## src/design/fcalloc_pkg.sv

```systemverilog
`timescale 1ns / 1ps
`default_nettype none

package fcalloc_pkg;

   localparam int CFG_CNT_W      = 9;
   localparam int CFG_SIZE_W     = 16;
   localparam int CSR_DATA_W     = 16;
   localparam int CSR_INDEX_W    = 1;
   localparam int CMD_W          = 2;
   localparam int IDX_W          = 8;
   localparam int STATUS_W       = 2;
   localparam int OFF_W          = 24;
   localparam int MAX_CHUNKS_DEF = 256;

   localparam logic [CFG_CNT_W-1:0]  CHUNK_COUNT_RST = 9'd256;
   localparam logic [CFG_SIZE_W-1:0] CHUNK_SIZE_RST  = 16'd64;

   typedef enum logic [CSR_INDEX_W-1:0] {
      CSR_CHUNK_COUNT = 1'b0,
      CSR_CHUNK_SIZE  = 1'b1
   } csr_index_type;

   typedef enum logic [CMD_W-1:0] {
      CMD_ALLOC  = 2'd0,
      CMD_FREE   = 2'd1,
      CMD_REINIT = 2'd2,
      CMD_NOP    = 2'd3
   } cmd_type;

   typedef enum logic [STATUS_W-1:0] {
      STATUS_OK        = 2'd0,
      STATUS_FULL      = 2'd1,
      STATUS_NONE_USED = 2'd2,
      STATUS_RANGE     = 2'd3
   } status_type;

endpackage

`default_nettype wire

```

## src/design/fcalloc_ram.sv

```systemverilog
`timescale 1ns / 1ps
`default_nettype none

module fcalloc_ram #(
   parameter int WIDTH = 9,
   parameter int DEPTH = 256
) (
   input  wire logic                     clock,
   input  wire logic                     wr_en,
   input  wire logic [$clog2(DEPTH)-1:0] wr_addr,
   input  wire logic [WIDTH-1:0]         wr_data,
   input  wire logic [$clog2(DEPTH)-1:0] rd_addr,
   output logic      [WIDTH-1:0]         rd_data
);

   logic [WIDTH-1:0] mem_ff [DEPTH];
   logic [WIDTH-1:0] rd_data_ff;

   always_ff @(posedge clock) begin
      if (wr_en) begin
         mem_ff[wr_addr] <= wr_data;
      end
      rd_data_ff <= mem_ff[rd_addr];
   end

   assign rd_data = rd_data_ff;

endmodule

`default_nettype wire

```

## src/design/free_list_chunk_allocator.sv

```systemverilog
// Fixed-size chunk pool allocator with a LIFO free list held in a link RAM.
// Input channel req_*: cmd (allocate, free, reinitialize) and chunk_index,
// moved by a valid/ready transfer. Result channel rsp_*: one result per
// request with status, alloc_index, byte_offset, used_count and is_empty.
// Configuration port csr_*: index 0 writes chunk_count, index 1 chunk_size;
// a write takes effect at the clock edge where csr_write_enable is high.
// Throughput: one request at a time. Free, unused commands and a refused
// allocate go from the request transfer through an execute state to the
// result; a granted allocate adds a load state (one link RAM read plus head
// update, with the offset multiply alongside).
// Reinitialize rewrites every link RAM entry, one per cycle, and then
// answers. A new request is taken only once the previous result has been
// taken by the receiver and the block is back in idle.
// Reset: synchronous, active high. After reset the block rebuilds the chain
// in the link RAM with req_ready low; csr writes are taken during that
// time. While the receiver stalls, the block holds the result in its output
// registers and keeps req_ready low until the result transfer.
`timescale 1ns / 1ps
`default_nettype none

module free_list_chunk_allocator #(
   parameter int MAX_CHUNKS = fcalloc_pkg::MAX_CHUNKS_DEF
) (
   input  wire logic                               clock,
   input  wire logic                               reset,
   input  wire logic                               req_valid,
   output logic                                    req_ready,
   input  wire logic [fcalloc_pkg::CMD_W-1:0]      req_cmd,
   input  wire logic [fcalloc_pkg::IDX_W-1:0]      req_chunk_index,
   output logic                                    rsp_valid,
   input  wire logic                               rsp_ready,
   output logic      [fcalloc_pkg::STATUS_W-1:0]   rsp_status,
   output logic      [fcalloc_pkg::IDX_W-1:0]      rsp_alloc_index,
   output logic      [fcalloc_pkg::OFF_W-1:0]      rsp_byte_offset,
   output logic      [fcalloc_pkg::CFG_CNT_W-1:0]  rsp_used_count,
   output logic                                    rsp_is_empty,
   input  wire logic                               csr_write_enable,
   input  wire logic [fcalloc_pkg::CSR_INDEX_W-1:0] csr_index,
   input  wire logic [fcalloc_pkg::CSR_DATA_W-1:0] csr_write_data
);

   import fcalloc_pkg::*;

   localparam int AW = $clog2(MAX_CHUNKS);
   localparam int LW = $clog2(MAX_CHUNKS + 1);
   localparam int CW = (LW > CFG_CNT_W) ? LW : CFG_CNT_W;
   localparam logic [LW-1:0] END_MARK = LW'(MAX_CHUNKS);
   localparam logic [CW-1:0] MAX_N    = CW'(MAX_CHUNKS);

   typedef enum logic [2:0] {
      ST_SWEEP,
      ST_IDLE,
      ST_EXEC,
      ST_LOAD,
      ST_RESP
   } state_type;

   state_type             state_ff, state_in;
   logic [CFG_CNT_W-1:0]  count_ff, count_in;
   logic [CFG_SIZE_W-1:0] size_ff, size_in;
   logic [LW-1:0]         head_ff, head_in;
   logic [CFG_CNT_W-1:0]  used_ff, used_in;
   logic [LW-1:0]         sweep_ff, sweep_in;
   logic [CW-1:0]         build_n_ff, build_n_in;
   logic                  reinit_ff, reinit_in;
   cmd_type               cmd_ff, cmd_in;
   logic [IDX_W-1:0]      idx_ff, idx_in;
   status_type            status_ff, status_in;
   logic [IDX_W-1:0]      alloc_ff, alloc_in;
   logic [OFF_W-1:0]      offset_ff, offset_in;

   logic [CW-1:0]    n_eff;
   logic [CW-1:0]    reset_n;
   logic [OFF_W-1:0] product;
   logic [LW-1:0]    sweep_next;
   logic             ram_we;
   logic [AW-1:0]    ram_waddr;
   logic [LW-1:0]    ram_wdata;
   logic [LW-1:0]    ram_rdata;

   always_comb begin
      n_eff = CW'(count_ff);
      if (count_ff == '0) begin
         n_eff = CW'(1);
      end else if (CW'(count_ff) > MAX_N) begin
         n_eff = MAX_N;
      end
      reset_n = (CW'(CHUNK_COUNT_RST) > MAX_N) ? MAX_N : CW'(CHUNK_COUNT_RST);
   end

   assign product    = OFF_W'(head_ff) * OFF_W'(size_ff);
   assign sweep_next = sweep_ff + LW'(1);

   fcalloc_ram #(
      .WIDTH (LW),
      .DEPTH (MAX_CHUNKS)
   ) u_link_ram (
      .clock   (clock),
      .wr_en   (ram_we),
      .wr_addr (ram_waddr),
      .wr_data (ram_wdata),
      .rd_addr (head_ff[AW-1:0]),
      .rd_data (ram_rdata)
   );

   always_comb begin
      state_in   = state_ff;
      count_in   = count_ff;
      size_in    = size_ff;
      head_in    = head_ff;
      used_in    = used_ff;
      sweep_in   = sweep_ff;
      build_n_in = build_n_ff;
      reinit_in  = reinit_ff;
      cmd_in     = cmd_ff;
      idx_in     = idx_ff;
      status_in  = status_ff;
      alloc_in   = alloc_ff;
      offset_in  = offset_ff;
      ram_we     = 1'b0;
      ram_waddr  = sweep_ff[AW-1:0];
      ram_wdata  = (CW'(sweep_next) < build_n_ff) ? sweep_next : END_MARK;

      if (csr_write_enable) begin
         unique case (csr_index_type'(csr_index))
            CSR_CHUNK_COUNT: count_in = csr_write_data[CFG_CNT_W-1:0];
            CSR_CHUNK_SIZE:  size_in  = csr_write_data[CFG_SIZE_W-1:0];
            default:         count_in = count_ff;
         endcase
      end

      unique case (state_ff)
         ST_SWEEP: begin
            ram_we   = 1'b1;
            sweep_in = sweep_next;
            if (sweep_ff == END_MARK - LW'(1)) begin
               head_in  = '0;
               used_in  = '0;
               state_in = reinit_ff ? ST_RESP : ST_IDLE;
            end
         end
         ST_IDLE: begin
            if (req_valid) begin
               cmd_in   = cmd_type'(req_cmd);
               idx_in   = req_chunk_index;
               state_in = ST_EXEC;
            end
         end
         ST_EXEC: begin
            status_in = STATUS_OK;
            alloc_in  = '0;
            offset_in = '0;
            state_in  = ST_RESP;
            unique case (cmd_ff)
               CMD_ALLOC: begin
                  if (CW'(head_ff) >= n_eff || CW'(used_ff) >= n_eff) begin
                     status_in = STATUS_FULL;
                  end else begin
                     alloc_in  = IDX_W'(head_ff);
                     offset_in = product;
                     state_in  = ST_LOAD;
                  end
               end
               CMD_FREE: begin
                  priority if (used_ff == '0) begin
                     status_in = STATUS_NONE_USED;
                  end else if (CW'(idx_ff) >= n_eff) begin
                     status_in = STATUS_RANGE;
                  end else begin
                     ram_we    = 1'b1;
                     ram_waddr = AW'(idx_ff);
                     ram_wdata = head_ff;
                     head_in   = LW'(idx_ff);
                     used_in   = used_ff - CFG_CNT_W'(1);
                  end
               end
               CMD_REINIT: begin
                  sweep_in   = '0;
                  build_n_in = n_eff;
                  reinit_in  = 1'b1;
                  state_in   = ST_SWEEP;
               end
               CMD_NOP: begin
                  status_in = STATUS_OK;
               end
               default: begin
                  status_in = STATUS_OK;
               end
            endcase
         end
         ST_LOAD: begin
            head_in  = ram_rdata;
            used_in  = used_ff + CFG_CNT_W'(1);
            state_in = ST_RESP;
         end
         ST_RESP: begin
            if (rsp_ready) begin
               reinit_in = 1'b0;
               state_in  = ST_IDLE;
            end
         end
         default: begin
            state_in = ST_IDLE;
         end
      endcase
   end

   always_ff @(posedge clock) begin
      if (reset) begin
         state_ff   <= ST_SWEEP;
         count_ff   <= CHUNK_COUNT_RST;
         size_ff    <= CHUNK_SIZE_RST;
         head_ff    <= '0;
         used_ff    <= '0;
         sweep_ff   <= '0;
         build_n_ff <= reset_n;
         reinit_ff  <= 1'b0;
         status_ff  <= STATUS_OK;
         alloc_ff   <= '0;
         offset_ff  <= '0;
      end else begin
         state_ff   <= state_in;
         count_ff   <= count_in;
         size_ff    <= size_in;
         head_ff    <= head_in;
         used_ff    <= used_in;
         sweep_ff   <= sweep_in;
         build_n_ff <= build_n_in;
         reinit_ff  <= reinit_in;
         status_ff  <= status_in;
         alloc_ff   <= alloc_in;
         offset_ff  <= offset_in;
      end
      cmd_ff <= cmd_in;
      idx_ff <= idx_in;
   end

   assign req_ready       = (state_ff == ST_IDLE);
   assign rsp_valid       = (state_ff == ST_RESP);
   assign rsp_status      = status_ff;
   assign rsp_alloc_index = alloc_ff;
   assign rsp_byte_offset = offset_ff;
   assign rsp_used_count  = used_ff;
   assign rsp_is_empty    = (used_ff == '0);

endmodule

`default_nettype wire

```

## config.mk

```make
export PLATFORM = sky130hd
export DESIGN_NAME = free_list_chunk_allocator
export DESIGN_NICKNAME = d
export VERILOG_FILES = /design/src/design/fcalloc_pkg.sv /design/src/design/fcalloc_ram.sv /design/src/design/free_list_chunk_allocator.sv
export SDC_FILE = /design/constraint.sdc
export NUM_CORES = 2
export LEC_CHECK = 0
export BUFFER_PORTS_ARGS = -buffer_cell sky130_fd_sc_hd__buf_4
export CAP_MARGIN = 20
export CORE_MARGIN = 4
export CORE_UTILIZATION = 50
export DETAILED_ROUTE_END_ITERATION = 12
export GPL_ROUTABILITY_DRIVEN = 0
export PLACE_DENSITY = 0.65
export SLEW_MARGIN = 20
export SYNTH_ARGS = -nofsm -noshare
export SYNTH_HDL_FRONTEND = slang
export SYNTH_SLANG_ARGS = --single-unit
```

## constraint.sdc

```tcl
create_clock -name clock -period 36.2 [get_ports clock]
set_input_delay 1.81 -clock clock [delete_from_list [all_inputs] [get_ports clock]]
set_output_delay 1.81 -clock clock [all_outputs]
set_load 0.1 [all_outputs]
```

Yosys cells after proc, flatten, opt, wreduce, memory -nomap -nowiden

Memories as Yosys holds them, arrays and structs flattened. A register that Yosys moved wholly into a read port is not among the register bits.
Cells that the tools add are included.

Memory bits (read-only): 0
Logic and storage cells: 100
Input bits: 32
Output and inout bits: 46
Latch bits: 0
Memory bits (writable): 2304
Register bits: 109
Memories kept: 1

Memories:

| memory            | depth | bits a word | rd ports | clocked after memory_dff | write ports | RTL line          | RTL |
|---|---|---|---|---|---|---|---|
| u_link_ram.mem_ff | 256   | 9           | 1        | 1                        | 1           | fcalloc_ram.sv:16 | `logic [WIDTH-1:0] mem_ff [DEPTH];` |

Mux-type cells: 46
Magnitude comparators: 5
Add/subtract/negate cells: 3
Multiply operators: 1
Reduce and logical (&&, ||, !) cells: 16
Bitwise gates (word level): 1
Equality and inequality tests: 14
Div/mod/pow operators: 0
Shifts and indexed selects: 0

Operator list:

| cell                | count |
|---|---|
| $mux 9              | 15 |
| $pmux 9 s3          | 2 |
| $mux 24             | 2 |
| $mux 8              | 6 |
| $mul 9x16->24       | 1 |
| $add 9x1->9 const B | 2 |
| $ge 9x9->1          | 2 |
| $logic_not 9->1     | 2 |
| $pmux 9 s2          | 1 |
| $mux 3              | 5 |
| $pmux 3 s5          | 1 |
| $ne 2x2->1 const B  | 5 |
| $reduce_and 2->1    | 5 |
| $eq 9x8->1 const B  | 1 |
| $ge 8x9->1          | 1 |
| $gt 9x9->1 const B  | 1 |
| $lt 9x9->1          | 1 |
| $sub 9x1->9 const B | 1 |
| $mux 1              | 8 |
| $eq 3x2->1 const B  | 2 |
| $pmux 3 s2          | 1 |
| $reduce_and 3->1    | 2 |
| $reduce_and 5->1    | 1 |
| $mux 2              | 2 |
| other kinds (13)    | 16 |

Logic depth before layout (Yosys ltp)

Depth in word-level cells: 10
Gate-level depth with buffers: 24
Mapped depth without buffers: 18

Modules after synthesis

Synthesis repeated with hierarchy kept, for this count alone.

Cell total of the unflattened synthesis: 5407
Area, all modules: 99228.9 um2

By module, submodules not included:

| module                    | cells an instance | area each (um2) | seq. area each (um2) | times used |
|---|---|---|---|---|
| fcalloc_ram               | 4237              | 89278.1         | 69366.5              | 1 |
| free_list_chunk_allocator | 1170              | 9950.8          | 2282.2               | 1 |

Worst setup path before layout

OpenSTA, ideal clock, no wires.

Kind: flip-flop to flip-flop
Start: reg count_ff[8]
End: mem u_link_ram.mem_ff[0][3] (data pin)
Library setup time: 2.188 ns
Path slack: 21.749 ns
Cell stages (with the launch flop): 13
Buffers on the path: 2
Arrival time: 12.264 ns
Data required time: 34.012 ns
Period minus slack after synthesis: 14.451 ns
Cell sequence: dfxtp_1 > inv_1 > clkbuf_1 > nand2_1 > ha_1 > nand2_1 > o21ai_1 > a31oi_4 > o21ai_2 > nor2_2 > or3_1 > clkbuf_1 > o21ai_0

Longest elaborated chain between the ends: 8
Elaborated cells on any way between the ends: 9
Those cells by class: order compare (2); mux (6); reduce/logical (1)

Ends and longest elaborated chain:

| item                   | RTL line                         | RTL |
|---|---|---|
| from (decl)            | free_list_chunk_allocator.sv:59  | `logic [CFG_CNT_W-1:0] count_ff, count_in;` |
| from (signal assigned) | free_list_chunk_allocator.sv:223 | `count_ff <= count_in;` |
| $gt 9x9->1             | free_list_chunk_allocator.sv:85  | `end else if (CW'(count_ff) > MAX_N) begin` |
| $mux 9                 | free_list_chunk_allocator.sv:85  |  |
| $mux 9 *               | free_list_chunk_allocator.sv:83  | `if (count_ff == '0) begin` |
| $ge 8x9->1 *           | free_list_chunk_allocator.sv:167 | `end else if (CW'(idx_ff) >= n_eff) begin` |
| $mux 9 *               | free_list_chunk_allocator.sv:167 |  |
| $mux 9 *               | free_list_chunk_allocator.sv:165 | `priority if (used_ff == '0) begin` |
| $mux 9 *               | free_list_chunk_allocator.sv:154 | `unique case (cmd_ff)` |
| $mux 9 *               | free_list_chunk_allocator.sv:132 | `unique case (state_ff)` |
| net ram_wdata[3]       | free_list_chunk_allocator.sv:78  | `logic [LW-1:0] ram_wdata;` |
| to (decl)              | fcalloc_ram.sv:16                |  |

The timed path passes the listed nets; every way through them passes the cells marked *.

==> metrics <==
register area=71670 sq um; Mapped Cells=5085; Syn Nets=5302; Critical path origin=head_ff[0]; CTS Sinks=2422; Slew HR=22.56%; worst skew pair latency=880 ps; Seq/Total Area, Yosys=72.27%; nets@finish=5402; share of power burned in registers=55.1%; Finish-stage setup viols=0; Critical Path End Type=register; Int Pwr=4.454 mW; Setup TNS=0 ps; unrepaired setup endpoints after global routing=false; worst clock skew=41.71 ps; clock-pin transition on the worst setup and hold timing paths=60 ps; I/O pin count=78; WHS=456.4 ps; CP Class=register to register; critical path, cell by cell=buf_4, buf_4, buf_4, buf_4, mux4_2, a22o_1, a221oi_1, o22ai_1, a211oi_1, nor3_1; CTS tree=built; num rows=163; leak pwr=34.63 nW; drt pass-1 iters=7; HPWL Detailed=143500 um; Post-CTS Setup Bufs=0; Starting Density=50.27%; layout filler cell count=14810; H-Tree Depth=4; Finished Core Util=55.91%; min cycle time layout=5913 ps; fraction of registers with async set/reset=0%; Worst Max-Slew Pin Slew=1158 ps; Worst path most repeated cell=buf_4; Synth Area per Inst=19.50 sq um; Die X=453.3 um; HP Class=register to register; Non-Filler Instances=8031; fmax=169.1 MHz; first-pass GRT wire length=347100 um; average wire per standard cell=29.47 um; clock share of power=43.6%; P per Cell Area=50.58 nW/um^2; root buf cell=clkbuf_16; Required @ worst endpoint=36930 ps; Worst Setup Start Kind=register; vias in the first global route=49340; layout cells sized above 1=23.15%; Distinct cells, synth=65; chip height=453.3 um; hold_sp=rsp_byte_offset[18]; Max-Cap Viols=0; cts bufs inserted=237; DRT iter0 DRCs=5995; Critical Path Max Stage Delay=830 ps; antenna violations before repair=7; largest net degree at the start of global routing=229; Synth warnings=0; maximum clock path buffer count=3; sw frac=20.15%; Post-synth EDFFs=2314; IO Port Bufs=77; worst r2r src=head_ff[0]; arrival time worst endpoint=6640 ps; Reg2Reg Setup Slack=30290 ps; ys flop type=edfxtp_1; slowest CP cell=dfxtp_4; Final Hold Viols=0; final slew viol count=0; Max IR drop VDD=52.45 uV; Total GRT Usage=23.16%; # DRC=0; Gate power share=1.3%; Switch Pwr=1.124 mW; synthesis-to-layout area growth=11.23%; placed cell count=7579; final instance area=110300 sq um; Mapped Area=99130 sq um; Detail Route Antenna Nets=0; area of the multi-input gates=25640 sq um; routed via count=49400; crit-path max FO=46; WL final=236700 um; flops & latches, synth=2422; post-cts sizing count=0; global route overflow=0; placed cell areas=102400 sq um; Final Cycle Share=16.34%; die footprint=205500 sq um; core box area=197200 sq um; Vias per Instance=6.151; outcome=complete, no violations; CTS Hold Bufs=0
==> power by group through the flow <==
stage | registers [mW] | logic, mW | clock network (mW)
floorplan | 3.15 | 0.0357 | 0
global placement | 3.13 | 0.0708 | 0
detailed placement | 3.13 | 0.0735 | 0
CTS | 3.07 | 0.0734 | 2.47
global route | 3.07 | 0.0789 | 2.59
finish | 3.07 | 0.0736 | 2.43
==> synth_stat cells, types with 8 or more instances <==
| master | n | area [sq um] |
|---|---|---|
| nor2_1 | 368 | 1381 |
| and2_1 | 90 | 563.0 |
| a221oi_1 | 21 | 183.9 |
| xnor2_1 | 20 | 175.2 |
| o21ai_0 | 54 | 270.3 |
| nand2_1 | 219 | 822.0 |
| o21ai_1 | 25 | 125.1 |
| nor4_1 | 8 | 50.05 |
| nand3_1 | 23 | 115.1 |
| edfxtp_1 | 2314 | 69490 |
| dfxtp_1 | 108 | 2162 |
| nand2b_1 | 24 | 150.1 |
| clkbuf_1 | 136 | 510.5 |
| xor2_1 | 12 | 105.1 |
| a22o_1 | 30 | 262.8 |
| buf_1 | 37 | 138.9 |
| buf_6 | 20 | 225.2 |
| ha_1 | 86 | 1076 |
| mux4_2 | 654 | 14730 |
| nor3_1 | 43 | 215.2 |
| mux2_2 | 26 | 292.8 |
| a21o_1 | 9 | 67.56 |
| buf_4 | 33 | 247.7 |
| a31oi_1 | 11 | 68.82 |
| a211oi_1 | 19 | 142.6 |
| nor2b_1 | 19 | 118.9 |
| buf_2 | 76 | 380.4 |
| fa_1 | 99 | 1982 |
| a21oi_1 | 104 | 520.5 |
| o22ai_1 | 36 | 225.2 |
| a311o_1 | 9 | 90.09 |
| mux2i_1 | 47 | 470.5 |
| inv_1 | 147 | 551.8 |
| a22oi_1 | 79 | 593.1 |
==> sequential cells by signal, summed over array words and instances, names as in the netlist, 3 cells and up <==
name                cells
u_link_ram.mem_ff    2304
rsp_byte_offset        24
size_ff                16
build_n_ff              9
count_ff                9
head_ff                 9
rsp_used_count          9
sweep_ff                9
u_link_ram.rd_data      9
idx_ff                  8
rsp_alloc_index         8
state_ff                3
==> final timing paths <==
kind | to | cells after the start
setup / recovery | u_link_ram.rd_data[6] | 10
hold / removal | rsp_byte_offset[18] | 2
setup reg to reg | u_link_ram.rd_data[6] | 10
hold reg to reg | rsp_byte_offset[18] | 2
==> area by class of cell <==
class                      count  share of cell area (%)
clock inverter               149                   1.359
sequential                  2422                   65.00
multi-input combinational   2213                   23.25
clock buffer                 292                   5.594
inverter                     148                  0.5038
antenna                        4                0.009078
timing repair buffer         163                   1.283
tap                         2640                   2.996
==> through the flow <==
step           power [mW]  setup WS (ps)
2_1_floorplan       3.185          21750
3_3_place_gp        3.203          30180
3_5_place_dp        3.206          30220
4_1_cts             5.614          30190
5_1_grt             5.735          29780
6_report            5.577          30290
==> layer usage <==
layer  GRT usage [%]  wire length (um)  vias up
met3           4.179             18100      335
met2           36.55            114100     1995
met5               0                 0        -
met1           33.59             97680    26400
met4           6.550              6871        0
li1                -                 -    20670
==> critical path: cells and delay by family (launching register included) <==
| kind | cells | cell delay [ps] |
|---|---|---|
| buf+inv | 4 | 2780 |
| compound gates | 4 | 1290 |
| flops | 1 | 830 |
| mux | 1 | 590 |
| simple gates | 1 | 100 |
==> cells by family (layout without fill, tap and decap cells) <==
logic type | count (synthesis) | count (layout) | synth area share (%)
buf+inv | 450 | 752 | 2.076
xor+xnor | 32 | 32 | 0.2827
mux | 727 | 727 | 15.63
fa+ha+maj | 185 | 185 | 3.085
flops | 2422 | 2422 | 72.27
compound gates | 434 | 434 | 2.928
simple gates | 835 | 835 | 3.726
other cells | 0 | 4 | 0
==> placed cells by master, fill, tap and decap left out, types with 44 or more instances in the layout <==
cell and n:
a22oi_1 79, ha_1 86, clkbuf_1 53, edfxtp_1 2314, buf_4 150, fa_1 99, clkinv_1 52, nand2_1 210
inv_1 147, nor2_1 356, mux2i_1 47, o21ai_0 48, dfxtp_1 102, mux4_2 654, clkbuf_16 238, and2_1 90
a21oi_1 104, clkinv_2 44
Power figures use the tool's default switching activity.
